==> src/dmgt_pkg.sv <==
`timescale 1ns / 1ps
`default_nettype none
// ----------------------------------------------------------------------------
// dmgt_pkg
// Types and constants shared by the dual mute gate/trigger block.
// ----------------------------------------------------------------------------
package dmgt_pkg;

   localparam int unsigned CsrIndexWidth = 3;
   localparam int unsigned CsrDataWidth  = 16;

   // configuration register indexes
   typedef enum logic [CsrIndexWidth-1:0] {
      CSR_MODE_BITS      = 3'd0,
      CSR_PATCH_MASK     = 3'd1,
      CSR_GATE_THRESHOLD = 3'd2,
      CSR_TRIG_LOW       = 3'd3,
      CSR_TRIG_HIGH      = 3'd4,
      CSR_MUTE_LEVEL     = 3'd5,
      CSR_CLIP_LOW       = 3'd6,
      CSR_CLIP_HIGH      = 3'd7
   } csr_index_type;

   // mode_bits fields
   localparam int unsigned ModeBothGate = 0;
   localparam int unsigned ModeAGate    = 1;
   localparam int unsigned ModeBGate    = 2;
   localparam int unsigned ModeLowGate  = 3;

   // patch_mask fields
   localparam int unsigned PatchBothCtl = 0;
   localparam int unsigned PatchACtl    = 1;
   localparam int unsigned PatchBCtl    = 2;
   localparam int unsigned PatchASig    = 3;
   localparam int unsigned PatchBSig    = 4;
   localparam int unsigned PatchAOut    = 5;
   localparam int unsigned PatchBOut    = 6;

   // manual_mute fields
   localparam int unsigned BtnBoth = 0;
   localparam int unsigned BtnA    = 1;
   localparam int unsigned BtnB    = 2;

   // register reset values
   localparam logic        [3:0]  ModeBitsReset      = 4'd7;
   localparam logic        [6:0]  PatchMaskReset     = 7'd0;
   localparam logic signed [15:0] GateThresholdReset = 16'sd1024;
   localparam logic signed [15:0] TrigLowReset       = 16'sd102;
   localparam logic signed [15:0] TrigHighReset      = 16'sd1024;
   localparam logic signed [15:0] MuteLevelReset     = 16'sd0;
   localparam logic signed [15:0] ClipLowReset       = -16'sd10240;
   localparam logic signed [15:0] ClipHighReset      = 16'sd10240;

   typedef struct packed {
      logic signed [15:0] both_control;
      logic signed [15:0] a_control;
      logic signed [15:0] b_control;
      logic        [2:0]  manual_mute;
      logic signed [15:0] a_sample;
      logic signed [15:0] b_sample;
   } req_type;

   typedef struct packed {
      logic signed [15:0] a_out;
      logic signed [15:0] b_out;
      logic               a_muted;
      logic               b_muted;
   } rsp_type;

endpackage
`default_nettype wire

==> src/dual_mute_gate_trigger_top.sv <==
`timescale 1ns / 1ps
`default_nettype none
// ----------------------------------------------------------------------------
// dual_mute_gate_trigger_top
// Pipeline: a request passes the input register, then the result register, before
// rsp_valid rises; rsp_stall can hold it in either stage. Throughput is one request
// per cycle while rsp_stall is low, set by the single compare/mux pass between the
// two registers and the kept mute flags. Synchronous reset loads register defaults,
// clears the kept mute flags, arms the Schmitt levels high and empties both stages.
// ----------------------------------------------------------------------------
module dual_mute_gate_trigger_top (
   input  wire                                   clock,
   input  wire                                   reset,
   input  wire                                   req_valid,
   output logic                                  req_stall,
   input  wire  dmgt_pkg::req_type               req_data,
   output logic                                  rsp_valid,
   input  wire                                   rsp_stall,
   output dmgt_pkg::rsp_type                     rsp_data,
   input  wire                                   csr_valid,
   output logic                                  csr_ready,
   input  wire  [dmgt_pkg::CsrIndexWidth-1:0]    csr_index,
   input  wire  [dmgt_pkg::CsrDataWidth-1:0]     csr_data
);
   import dmgt_pkg::*;

   typedef struct packed {
      logic level;
      logic fire;
   } schmitt_type;

   // configuration registers
   logic        [3:0]  mode_ff;
   logic        [6:0]  patch_ff;
   logic signed [15:0] gate_thr_ff;
   logic signed [15:0] trig_low_ff;
   logic signed [15:0] trig_high_ff;
   logic signed [15:0] mute_level_ff;
   logic signed [15:0] clip_low_ff;
   logic signed [15:0] clip_high_ff;

   // pipeline
   logic    in_valid_ff, in_valid_in;
   req_type in_ff;
   logic    rsp_valid_ff, rsp_valid_in;
   rsp_type rsp_ff, rsp_in;

   // kept detector state: 0 both, 1 A, 2 B
   logic [2:0] tog_ff, tog_in;
   logic [2:0] lvl_ff, lvl_in;

   logic              out_free, move, accept;
   logic [2:0]        clr, adv, ctl_mute, tog_eff, lvl_eff;
   logic signed [15:0] ctl [3];
   schmitt_type       sch [3];
   logic              any_out, both_mute, a_mute, b_mute;
   logic signed [15:0] a_val, b_val;

   function automatic schmitt_type schmitt(input logic level, input logic signed [15:0] v,
                                           input logic signed [15:0] lo,
                                           input logic signed [15:0] hi);
      schmitt_type r;
      r.level = level;
      r.fire  = 1'b0;
      if (level) begin
         if (v <= lo) r.level = 1'b0;
      end else if (v >= hi) begin
         r.level = 1'b1;
         r.fire  = 1'b1;
      end
      return r;
   endfunction

   function automatic logic signed [15:0] clip(input logic signed [15:0] v,
                                               input logic signed [15:0] lo,
                                               input logic signed [15:0] hi);
      logic signed [15:0] r;
      r = (v < lo) ? lo : v;
      r = (r > hi) ? hi : r;
      return r;
   endfunction

   // handshake
   assign csr_ready = 1'b1;
   assign out_free  = !rsp_valid_ff || !rsp_stall;
   assign move      = in_valid_ff && out_free;
   assign req_stall = in_valid_ff && !out_free;
   assign accept    = req_valid && !req_stall;
   assign rsp_valid = rsp_valid_ff;
   assign rsp_data  = rsp_ff;

   // configuration writes
   always_ff @(posedge clock) begin
      if (reset) begin
         mode_ff       <= ModeBitsReset;
         patch_ff      <= PatchMaskReset;
         gate_thr_ff   <= GateThresholdReset;
         trig_low_ff   <= TrigLowReset;
         trig_high_ff  <= TrigHighReset;
         mute_level_ff <= MuteLevelReset;
         clip_low_ff   <= ClipLowReset;
         clip_high_ff  <= ClipHighReset;
      end else if (csr_valid && csr_ready) begin
         case (csr_index_type'(csr_index))
            CSR_MODE_BITS:      mode_ff       <= csr_data[3:0];
            CSR_PATCH_MASK:     patch_ff      <= csr_data[6:0];
            CSR_GATE_THRESHOLD: gate_thr_ff   <= csr_data;
            CSR_TRIG_LOW:       trig_low_ff   <= csr_data;
            CSR_TRIG_HIGH:      trig_high_ff  <= csr_data;
            CSR_MUTE_LEVEL:     mute_level_ff <= csr_data;
            CSR_CLIP_LOW:       clip_low_ff   <= csr_data;
            CSR_CLIP_HIGH:      clip_high_ff  <= csr_data;
            default: ;
         endcase
      end
   end

   // per-path mute decisions
   assign any_out = patch_ff[PatchAOut] || patch_ff[PatchBOut];
   assign adv     = {patch_ff[PatchBOut], patch_ff[PatchAOut], any_out};
   assign ctl[0]  = in_ff.both_control;
   assign ctl[1]  = in_ff.a_control;
   assign ctl[2]  = in_ff.b_control;

   always_comb begin
      for (int p = 0; p < 3; p++) begin
         // unpatched or gate-mode paths drop their kept state
         clr[p]     = !patch_ff[PatchBothCtl + p] || mode_ff[ModeBothGate + p];
         tog_eff[p] = clr[p] ? 1'b0 : tog_ff[p];
         lvl_eff[p] = clr[p] ? 1'b1 : lvl_ff[p];
         sch[p]     = schmitt(lvl_eff[p], ctl[p], trig_low_ff, trig_high_ff);
         if (adv[p] && !clr[p]) begin
            lvl_in[p] = sch[p].level;
            tog_in[p] = tog_eff[p] ^ sch[p].fire;
         end else begin
            lvl_in[p] = lvl_eff[p];
            tog_in[p] = tog_eff[p];
         end
         if (!patch_ff[PatchBothCtl + p]) begin
            ctl_mute[p] = 1'b0;
         end else if (mode_ff[ModeBothGate + p]) begin
            ctl_mute[p] = mode_ff[ModeLowGate] ? (ctl[p] < gate_thr_ff)
                                               : (ctl[p] >= gate_thr_ff);
         end else begin
            ctl_mute[p] = tog_in[p];
         end
      end
   end

   // section outputs
   always_comb begin
      both_mute = in_ff.manual_mute[BtnBoth] || ctl_mute[0];
      a_mute    = both_mute || in_ff.manual_mute[BtnA] || ctl_mute[1];
      b_mute    = both_mute || in_ff.manual_mute[BtnB] || ctl_mute[2];
      if (a_mute)                 a_val = mute_level_ff;
      else if (patch_ff[PatchASig]) a_val = in_ff.a_sample;
      else                        a_val = '0;
      if (b_mute)                 b_val = mute_level_ff;
      else if (patch_ff[PatchBSig]) b_val = in_ff.b_sample;
      else if (patch_ff[PatchASig]) b_val = in_ff.a_sample;
      else                        b_val = '0;
      rsp_in.a_out   = patch_ff[PatchAOut] ? clip(a_val, clip_low_ff, clip_high_ff) : '0;
      rsp_in.b_out   = patch_ff[PatchBOut] ? clip(b_val, clip_low_ff, clip_high_ff) : '0;
      rsp_in.a_muted = patch_ff[PatchAOut] && a_mute;
      rsp_in.b_muted = patch_ff[PatchBOut] && b_mute;
   end

   // stage valid flags
   always_comb begin
      in_valid_in  = accept ? 1'b1 : (move ? 1'b0 : in_valid_ff);
      rsp_valid_in = move ? 1'b1 : (rsp_stall ? rsp_valid_ff : 1'b0);
   end

   // control registers
   always_ff @(posedge clock) begin
      if (reset) begin
         in_valid_ff  <= 1'b0;
         rsp_valid_ff <= 1'b0;
         tog_ff       <= '0;
         lvl_ff       <= '1;
      end else begin
         in_valid_ff  <= in_valid_in;
         rsp_valid_ff <= rsp_valid_in;
         if (move) begin
            tog_ff <= tog_in;
            lvl_ff <= lvl_in;
         end
      end
   end

   // payload registers
   always_ff @(posedge clock) begin
      if (accept) in_ff <= req_data;
      if (move)   rsp_ff <= rsp_in;
   end

   // checks
   a_stall_needs_item: assert property (@(posedge clock) disable iff (reset)
      req_stall |-> in_valid_ff)
      else $error("request stalled with empty input stage");

   a_move_fills_output: assert property (@(posedge clock)
      !reset && move |=> rsp_valid_ff)
      else $error("result lost after stage move");

   a_cleared_both_path: assert property (@(posedge clock)
      !reset && move && clr[0] |=> !tog_ff[0] && lvl_ff[0])
      else $error("both path kept state not cleared");

   a_unpatched_a_zero: assert property (@(posedge clock)
      !reset && move && !patch_ff[PatchAOut] |=> !rsp_ff.a_muted && rsp_ff.a_out == '0)
      else $error("unpatched A output not zero");

endmodule
`default_nettype wire
==> config.mk <==
export PLATFORM = sky130hd
export DESIGN_NAME = dual_mute_gate_trigger_top
export DESIGN_NICKNAME = d
export VERILOG_FILES = /design/src/dmgt_pkg.sv /design/src/dual_mute_gate_trigger_top.sv
export SDC_FILE = /design/constraint.sdc
export NUM_CORES = 1
export LEC_CHECK = 0
export BUFFER_PORTS_ARGS = -buffer_cell sky130_fd_sc_hd__buf_4
export CORE_UTILIZATION = 55
export CTS_CLUSTER_SIZE = 10
export DETAILED_ROUTE_END_ITERATION = 6
export PLACE_DENSITY = 0.82
export SLEW_MARGIN = 20
export SYNTH_ARGS = -nofsm -noshare
export SYNTH_HDL_FRONTEND = slang
export SYNTH_SLANG_ARGS = --single-unit
==> constraint.sdc <==
create_clock -name clock -period 10.4 [get_ports clock]
set_input_delay 1.04 -clock clock [delete_from_list [all_inputs] [get_ports clock]]
set_output_delay 1.04 -clock clock [all_outputs]
set_load 0.005 [all_outputs]
Word-level counts from Yosys, hierarchy flattened
Index checks and enable logic that the tools add are counted.
- memories kept: 0
- bits in latches: 0
- RAM bits: 0
- input port bits: 107
- register bits: 232
- bits in read-only memories: 0
- order comparisons: 16
- bitwise logic cells: 3
- div/mod/pow operators: 0
- multipliers: 0
- equal/unequal tests: 8
- shift operators: 0
- multiplexer cells: 45
- reductions and logical operators: 38
- $add $sub $neg: 0
- operator list (cell ; number):
    two-way mux 16 bit ; 8
    greater-or-equal comparator 16 bit ; 6
    < comparator 16 bit ; 5
    <= comparator 16 bit ; 3
    two-way mux 1 bit ; 34
    > comparator 16 bit ; 2
    AND reduction 2 bit ; 8
    == test 3 bit, second input constant ; 4
    logical NOT 1 bit ; 10
    logical OR 1 bit ; 10
    logical AND 1 bit ; 8
    == test 3 x 2 -> 1 bit, second input constant ; 2
    two-way mux 2 bit ; 3
    == test 3 x 1 -> 1 bit, second input constant ; 1
    logical NOT 3 bit ; 1
    XOR 1 bit ; 3
    != test 2 x 1 -> 1 bit, second input constant ; 1
    nonzero test 2 bit ; 1

Logic depth before layout (Yosys ltp)
Gate-level depths: netlist of the first run.
- depth after elaboration: 16
- gate-level depth with buffers: 37

Worst setup path before layout of the first run
OpenSTA, ideal clock, no wires.
- path type: register -> register
- start: reg in_ff (netlist bit ctl[30])
- end: reg rsp_ff (netlist bit rsp_data[26]), data pin
- period minus slack after synthesis: 8019 ps
- data required time: 10242 ps
- stages on the path, launching flop included: 35
- setup time: 158 ps
- arrival time: 7861 ps
- buffers on the path: 4
- setup slack: 2381 ps
- path through: edfxtp_1 -> ha_1 -> nand4_1 -> or4_1 -> a21oi_1 -> nor2_1 -> o32ai_1 -> mux2_2 -> a311oi_1 -> buf_4 -> buf_4 -> mux2i_1 -> ha_1 -> a21o_1 -> a21o_1 -> a21o_1 -> a21oi_1 -> o21ai_0 -> a2111oi_0 -> and3b_1 -> o221ai_2 -> and2_1 -> buf_2 -> o21ai_0 -> ha_1 -> a21o_1 -> a21o_1 -> a21o_1 -> a21o_1 -> a21o_1 -> a211o_1 -> o31ai_1 -> clkbuf_1 -> nand3_1 -> o211ai_1
- longest elaborated chain between the ends: 13
- elaborated cells between the ends (all ways): 16
- classes of those cells: order compare: 5; mux: 9; bitwise: 1; reduce/logical: 1
- ends and longest elaborated chain (item ; line ; source):
    start: declaration ; dual_mute_gate_trigger_top.sv:44 ; req_type in_ff;
    start signal: assignment ; dual_mute_gate_trigger_top.sv:193 ; if (accept) in_ff <= req_data;
    greater-or-equal comparator 16 bit ; dual_mute_gate_trigger_top.sv:67 ; end else if (v >= hi) begin
    two-way mux 2 bit ; dual_mute_gate_trigger_top.sv:67 ;
    two-way mux 1 bit ; dual_mute_gate_trigger_top.sv:65 ; if (level) begin
    XOR 1 bit ; dual_mute_gate_trigger_top.sv:134 ; tog_in[p] = tog_eff[p] ^ sch[p].fire;
    two-way mux 1 bit ; dual_mute_gate_trigger_top.sv:132 ; if (adv[p] && !clr[p]) begin
    two-way mux 1 bit * ; dual_mute_gate_trigger_top.sv:141 ; end else if (mode_ff[ModeBothGate + p]) begin
    two-way mux 1 bit * ; dual_mute_gate_trigger_top.sv:139 ; if (!patch_ff[PatchBothCtl + p]) begin
    logical OR 1 bit * ; dual_mute_gate_trigger_top.sv:153 ; a_mute = both_mute || in_ff.manual_mute[BtnA] || ctl_mute[1];
    two-way mux 16 bit * ; dual_mute_gate_trigger_top.sv:155 ; if (a_mute) a_val = mute_level_ff;
    < comparator 16 bit ; dual_mute_gate_trigger_top.sv:78 ; r = (v < lo) ? lo : v;
    two-way mux 16 bit * ; dual_mute_gate_trigger_top.sv:78 ;
    > comparator 16 bit ; dual_mute_gate_trigger_top.sv:79 ; r = (r > hi) ? hi : r;
    two-way mux 16 bit * ; dual_mute_gate_trigger_top.sv:79 ;
    end signal: assignment ; dual_mute_gate_trigger_top.sv:194 ; if (move) rsp_ff <= rsp_in;
    end: declaration ; dual_mute_gate_trigger_top.sv:46 ; rsp_type rsp_ff, rsp_in;
Mark *: on every way between the ends. The rest lies on a longest branch, timed or not.
A chain may end at the register's enable or synchronous reset.

Worst setup path after layout of the first run
- start: reg in_ff (netlist bit ctl[31])
- end: reg rsp_ff (netlist bit rsp_data[23]), data pin
The elaborated chain is that of the path after synthesis.

==> results of run 1 <==
## layout make-up
cell class / count / area (um2)
clock inverter: 3 / 43.8
tap: 330 / 413
clock buffer: 48 / 807
sequential: 232 / 5820
timing repair buffer: 159 / 1190
fill: 2088 / 8830
multi-input combinational: 1158 / 7900
inverter: 126 / 473
## Yosys cell counts, types with 3 or more instances
library cell,count,area [um2]
nand2_1,238,893
ha_1,206,2580
a21oi_1,172,861
inv_1,126,473
edfxtp_1,117,3510
dfxtp_1,115,2300
nor2_1,83,312
o21ai_0,60,300
nand3_1,58,290
mux2i_1,56,561
clkbuf_1,52,195
nand4_1,51,319
a21o_1,31,233
nor3_1,22,110
nor2b_1,21,131
o211ai_1,21,158
o21a_1,17,128
a211o_1,16,140
nand2b_1,10,62.6
a211oi_1,9,67.6
nor4_1,8,50.1
o31a_1,6,52.6
a31oi_1,5,31.3
and3_1,5,31.3
buf_4,5,37.5
o21bai_1,5,37.5
buf_2,4,20.0
nand3b_1,4,30.0
clkbuf_2,3,15.0
o22ai_1,3,18.8
## stage by stage
step / instance area (um2) / power (W) / utilization (%)
after detailed placement: 15800 / 0.00135 / 62.0
after global placement: 15800 / 0.00134 / 62.0
after global routing: 16600 / 0.00234 / 65.3
after CTS: 16600 / 0.00227 / 65.3
after floorplan: 14400 / 0.00123 / -
final: 16600 / 0.00227 / 65.3
## how the worst min path moves through the flow
stage | slack [ns] | end | cells past startpoint | start
3_3_place_gp | 0.44 | gate_thr_ff[3]$_SDFFE_PP0P_ | 2 | gate_thr_ff[3]$_SDFFE_PP0P_
4_1_cts | 0.45 | trig_low_ff[12]$_SDFFE_PP0P_ | 2 | trig_low_ff[12]$_SDFFE_PP0P_
3_5_place_dp | 0.45 | trig_low_ff[12]$_SDFFE_PP0P_ | 2 | trig_low_ff[12]$_SDFFE_PP0P_
2_1_floorplan | 0.44 | gate_thr_ff[11]$_SDFFE_PP0P_ | 2 | gate_thr_ff[11]$_SDFFE_PP0P_
6_report | 0.45 | trig_low_ff[12]$_SDFFE_PP0P_ | 2 | trig_low_ff[12]$_SDFFE_PP0P_
5_1_grt | 0.47 | trig_low_ff[15]$_SDFFE_PP0P_ | 2 | trig_low_ff[15]$_SDFFE_PP0P_
## cell usage in the layout, fill, tap and decap left out, types with 3 or more instances in the layout
master,n
a211o_1,16
a211oi_1,9
a21o_1,31
a21oi_1,171
a31oi_1,5
and3_1,5
buf_4,159
clkbuf_1,18
clkbuf_16,29
dfxtp_1,115
edfxtp_1,117
ha_1,206
inv_1,126
mux2i_1,56
nand2_1,238
nand2b_1,10
nand3_1,58
nand3b_1,4
nand4_1,51
nor2_1,79
nor2_2,4
nor2b_1,20
nor3_1,20
nor4_1,7
o211ai_1,21
o21a_1,17
o21ai_0,60
o21bai_1,5
o22ai_1,3
o31a_1,6
## routing by layer
layer / vias up / track usage [%] / part of all wire [%]
met5: - / 0 / 0
met4: 0 / 12.2 / 3.5
met3: 84 / 5.35 / 9.0
met2: 620 / 53.5 / 45
met1: 5962 / 45.0 / 42
li1: 5955 / - / -
## report_power, final
part / switching (W) / internal (W)
registers: 0.0000263 / 0.000999
clock network: 0.000378 / 0.000546
logic: 0.000191 / 0.000125
total: 0.000595 / 0.00167
## cells by family after synthesis
group                    count (synthesis)  synth area share (%)
flip-flops                             232                  40.3
AND/OR/NAND/NOR                        518                  16.5
adder cells (fa/ha/maj)                206                  17.8
AO/OA/AOI/OAI                          375                  15.9
buffers and inverters                  195                  5.49
other                                    1                0.0260
multiplexers                            58                  4.04
## worst register-to-register path: cells and delay by family, from the launching register on
family	cells	cell delay, ns
simple gates	7	1.95
mux	2	0.85
fa+ha+maj	3	1.03
compound gates	17	4.58
flops	1	0.44
buf+inv	3	0.84
==> results.yml, run 1 <==
drt:
  num_vias: 12600
  ant_nets: 0
  drc: 0
  drtIter0Drc: 1537
  dr.pass1.iters: 6
  wl_um: 44300
  wl_per_cell_um: 21.5
  viasPerCell: 6.14
clock_network:
  cts.sinks: 232
  cts_buffers: 28
  worstSkewPairLatency_ns: 0.55
  post_cts_buffers: 0
  root_buffer: "clkbuf_16"
  clock_path_buffers: 3
  cts_resized: 0
  cts_max_level: 1
  cts_tree: "built"
  path_clk_slew_ns: 0.06
  cts_hold_buf: 0
global_route:
  grt-ovfl-total: 0
  grt_pass1_wl_um: 68100
  grt_max_degree: 74
  grt_use_total_pct: 33.2
  grt_pass1_vias: 12200
  antenna_found_initial: 0
place:
  place_hpwl_um: 34600
  place_ws_ns: 0.487
  placedCellCount: 2005
  io_buffer_count: 142
  place.gp.congestion: 1.03
critical_path:
  r2r_slack_ns: 0.50
  rr_startpoint: "ctl[31]$_DFFE_PP_"
  endpoint: "rsp_data[23]$_SDFFCE_PN0P_"
  crit_slowest_cell: "a2111oi_0"
  crit_family: "compound AO/OA/AOI/OAI gates"
  cpMostUsedCell: "a21o_1"
  critPathRequiredTime_ns: 10.75
  arrival_ns: 10.25
  rr_endpoint: "rsp_data[23]$_SDFFCE_PN0P_"
  path_depth: 32
  cp_num_buf_inv: 3
  reg2reg_depth: 32
  path_max_fanout: 31
  cpPeakStageDelay_ns: 0.92
  cp-start-kind: "flip-flop"
  path_class: "flip-flop to flip-flop"
  endpoint_kind: "flip-flop"
  crit_path_start: "ctl[31]$_DFFE_PP_"
floorplanning:
  die_w_um: 164
  die_y_um: 164
  start_util_pct: 56.7
  fp.dieArea_um2: 26900
  io-pin-count: 144
  num_rows: 58
  coreArea_um2: 25500
sta:
  skew_ns: 0.0207
  final-setup-viol-count: 0
  rsz0062_at_grt: "false"
  max_freq_mhz: 101
  slew_headroom_pct: 30.0
  final.period_utilization_pct: 95.2
  fin_ws_ns: 0.503
  hold_ws_ns: 0.455
  finalSetupTns_ns: 0
  final-max-slew-violation-count: 0
  min_period_ns: 9.90
  worstMarginPinSlew_ns: 1.02
  final_hold_viol_count: 0
status:
  status: "completed"
synth:
  syn_area_um2: 14400
  ys_types: 71
  syn_inst: 1585
  synth.net_count: 1898
  synth-edff-count: 117
  seq_area_frac_synth_pct: 40.3
  synthArstFlopShare_pct: 0
  ys.flop_type: "edfxtp_1"
  ys_ff_latch: 232
  synth_area_per_cell_um2: 9.11
  yosys_warnings: 0
hold_path:
  hp-class: "flip-flop to flip-flop"
final_layout:
  drive_above_1_share_pct: 12.1
  final_cells: 2056
  largest_reg_flops: 48
  antenna_cells: 0
  synthToLayoutAreaGrowth_pct: 15.2
  nets: 2018
power:
  power_density_nw_per_um2: 136
  total_leakage_power_nw: 6.69
  peakVddDrop_uv: 151
run:
  cap_violations: 0
Power figures use the tool's default switching activity.
==> inputs of run 2 (changes only) <==
- ABC_AREA: unset -> 1
- CTS_CLUSTER_SIZE: 10 -> unset
==> run 2 against run 1 <==
Net effect: the run now ends with DRC left; setup slack improved by 2.7 ns; sequential power barely moved; register-to-register slack improved by 2.7 ns; via count rose by 2.3%; largest power group unchanged; fmax rose by 37%; global-route usage fell by 4.1 points; clock-buffer cell count fell by 15; final cell count rose by 9.6%; non-clock buffer count fell by 13.
==> results.yml, run 2 <==
status:
  status: "finished, violations left"
  failed_checks: "DRC"
final_layout:
  synthToLayoutAreaGrowth_pct: 14.3
  antenna_cells: 0
  nets: 2211
  final_cell_mix: "329 x nand2_1, 240 x inv_1, 206 x ha_1"
  largest_reg_flops: 48
  mostFrequentLayoutCell: "nand2_1"
  drive_above_1_share_pct: 13.2
critical_path:
  cpPeakStageDelay_ns: 0.61
  r2r_slack_ns: 3.19
  crit_slowest_cell: "nand2_1"
  endpoint_kind: "flip-flop"
  path_class: "flip-flop to flip-flop"
  cpMostUsedCell: "nand2_1"
  arrival_ns: 7.50
  reg2reg_depth: 35
  cp-start-kind: "flip-flop"
  path_max_fanout: 32
  critPathRequiredTime_ns: 10.69
floorplanning:
  coreArea_um2: 26200
  start_util_pct: 56.3
  io-pin-count: 144
  die_w_um: 166
  fp.dieArea_um2: 27500
  num_rows: 59
  die_y_um: 166
clock_network:
  cts_tree: "built"
  path_clk_slew_ns: 0.06
  cts_hold_buf: 0
  cts_buffers: 26
  cts_max_level: 1
  root_buffer: "clkbuf_16"
  cts_resized: 0
  clock_path_buffers: 3
  post_cts_buffers: 0
  cts.sinks: 232
  worstSkewPairLatency_ns: 0.53
sta:
  finalSetupTns_ns: 0
  rsz0062_at_grt: "false"
  final_hold_viol_count: 0
  min_period_ns: 7.21
  final-setup-viol-count: 0
  max_freq_mhz: 139
  fin_ws_ns: 3.19
  skew_ns: 0.0109
  worstMarginPinSlew_ns: 1.07
  slew_headroom_pct: 28.4
  final.period_utilization_pct: 69.3
  final-max-slew-violation-count: 0
power:
  total_leakage_power_nw: 7.87
  peakVddDrop_uv: 123
  power_density_nw_per_um2: 144
  power_w: 0.00243
place:
  place_hpwl_um: 31200
  io_buffer_count: 142
  place_ws_ns: 3.01
  place.gp.congestion: 0.946
drt:
  drtIter0Drc: 1157
  dr.pass1.iters: 7
  wl_per_cell_um: 18.1
  wl_um: 40800
  num_vias: 12900
  ant_nets: 0
  drc: 9
  viasPerCell: 5.73
global_route:
  grt_use_total_pct: 29.2
  gr-usage-met3_pct: 5.62
  grt-ovfl-total: 0
  grt_util_met1_pct: 41.4
  grt_pass1_wl_um: 63100
  busiest_layer: "met2"
  grt_pass1_vias: 11900
  grt_max_degree: 109
  grt.met2_usage_pct: 44.4
  antenna_found_initial: 2
synth:
  seq_area_frac_synth_pct: 39.4
  ys_ff_latch: 232
  ys.flop_type: "edfxtp_1"
  synth_most_common_cell: "nand2_1"
  syn_area_um2: 14800
  synth_top_area_share_pct: 23.8
  synth_area_leader_cell: "edfxtp_1"
  synth-edff-count: 117
  ys_types: 44
  synth_top_cells_by_count: "329 x nand2_1, 241 x inv_1, 206 x ha_1, 185 x a21oi_1, 172 x o21ai_0"
  synth_area_per_cell_um2: 8.28
  syn_inst: 1782
  yosys_warnings: 0
  synth.net_count: 2095
  synth_area_leaders: "edfxtp_1 24%, ha_1 17%, dfxtp_1 16%"
  synthArstFlopShare_pct: 0
hold_path:
  min_path_cells: 2
  hp-class: "flip-flop to flip-flop"
run:
  cap_violations: 0
## run 2: changes by cell type in the layout (fill, tap and decap cells not counted), moves of 16 or more
cell	change
o21ai_0	+112
nor2_1	+21
inv_1	+114
nand2_1	+91
nand4_1	-38
a211o_1	-16
mux2i_1	-56
a21o_1	-25
nand3_2	+36
nor2b_1	-20
nand3_1	+48
## run 2: report_power, final
| part | switching, W | total [W] | internal [W] |
|---|---|---|---|
| clock network | 0.000382 | 0.000923 | 0.000541 |
| registers | 0.0000284 | 0.00104 | 0.00101 |
| logic | 0.000294 | 0.000470 | 0.000175 |
## run 2: cell type report
cell class | instances | area [um2]
Fill cell | 2178 | 9340
Multi-Input combinational cell | 1248 | 7750
Sequential cell | 232 | 5820
Timing Repair Buffer | 146 | 1100
Inverter | 244 | 918
Clock buffer | 33 | 718
Tap cell | 335 | 419
Clock inverter | 15 | 141
## run 2: logic make-up (layout without fill, tap and decap cells)
| group | after synthesis | in the layout | share of synthesized area [%] |
|---|---|---|---|
| AOI/OAI and AO/OA | 419 | 419 | 15.3 |
| xor gates and xnor gates | 2 | 2 | 0.119 |
| adders and majority gates | 206 | 206 | 17.5 |
| buffers and inverters | 302 | 438 | 8.10 |
| DFF | 232 | 232 | 39.4 |
| other | 1 | 1 | 0.0254 |
| and+or+nand+nor | 620 | 620 | 19.5 |
## run 2: path summary, 6_finish.rpt
| kind | startpoint | end |
|---|---|---|
| worst max-delay path | ctl[47]$_DFFE_PP_ | rsp_data[6]$_SDFFCE_PN0P_ |
| worst min-delay path | mute_level_ff[10]$_SDFFE_PP0P_ | mute_level_ff[10]$_SDFFE_PP0P_ |
| worst max register to register | ctl[47]$_DFFE_PP_ | rsp_data[6]$_SDFFCE_PN0P_ |
| worst min register to register | mute_level_ff[10]$_SDFFE_PP0P_ | mute_level_ff[10]$_SDFFE_PP0P_ |
## run 2: per-stage QoR
stage / hold slack [ns] / std cells / utilization [%] / cell area [um2]
5_1_grt: 0.485 / 2253 / 64.4 / 16900
3_5_place_dp: 0.460 / 2204 / 61.0 / 16000
2_1_floorplan: 0.439 / 1782 / - / 14800
3_3_place_gp: 0.450 / 2204 / 61.0 / 16000
4_1_cts: 0.468 / 2252 / 64.3 / 16900
6_report: 0.470 / 2253 / 64.4 / 16900
## run 2: metal layers
| metal | vias to the layer above | part of all wire (%) |
|---|---|---|
| li1 | 6318 | - |
| met1 | 5942 | 44 |
| met2 | 575 | 43 |
| met3 | 73 | 9.8 |
| met4 | 4 | 3.2 |
| met5 | - | 0.074 |
## run 2: critical path: cells and delay by family, from the launching register on
| kind | cells | cell delay [ns] |
|---|---|---|
| fa+ha+maj | 3 | 1.10 |
| compound gates | 8 | 1.73 |
| simple gates | 19 | 3.27 |
| flops | 1 | 0.46 |
| buf+inv | 4 | 0.22 |
| xor+xnor | 1 | 0.14 |
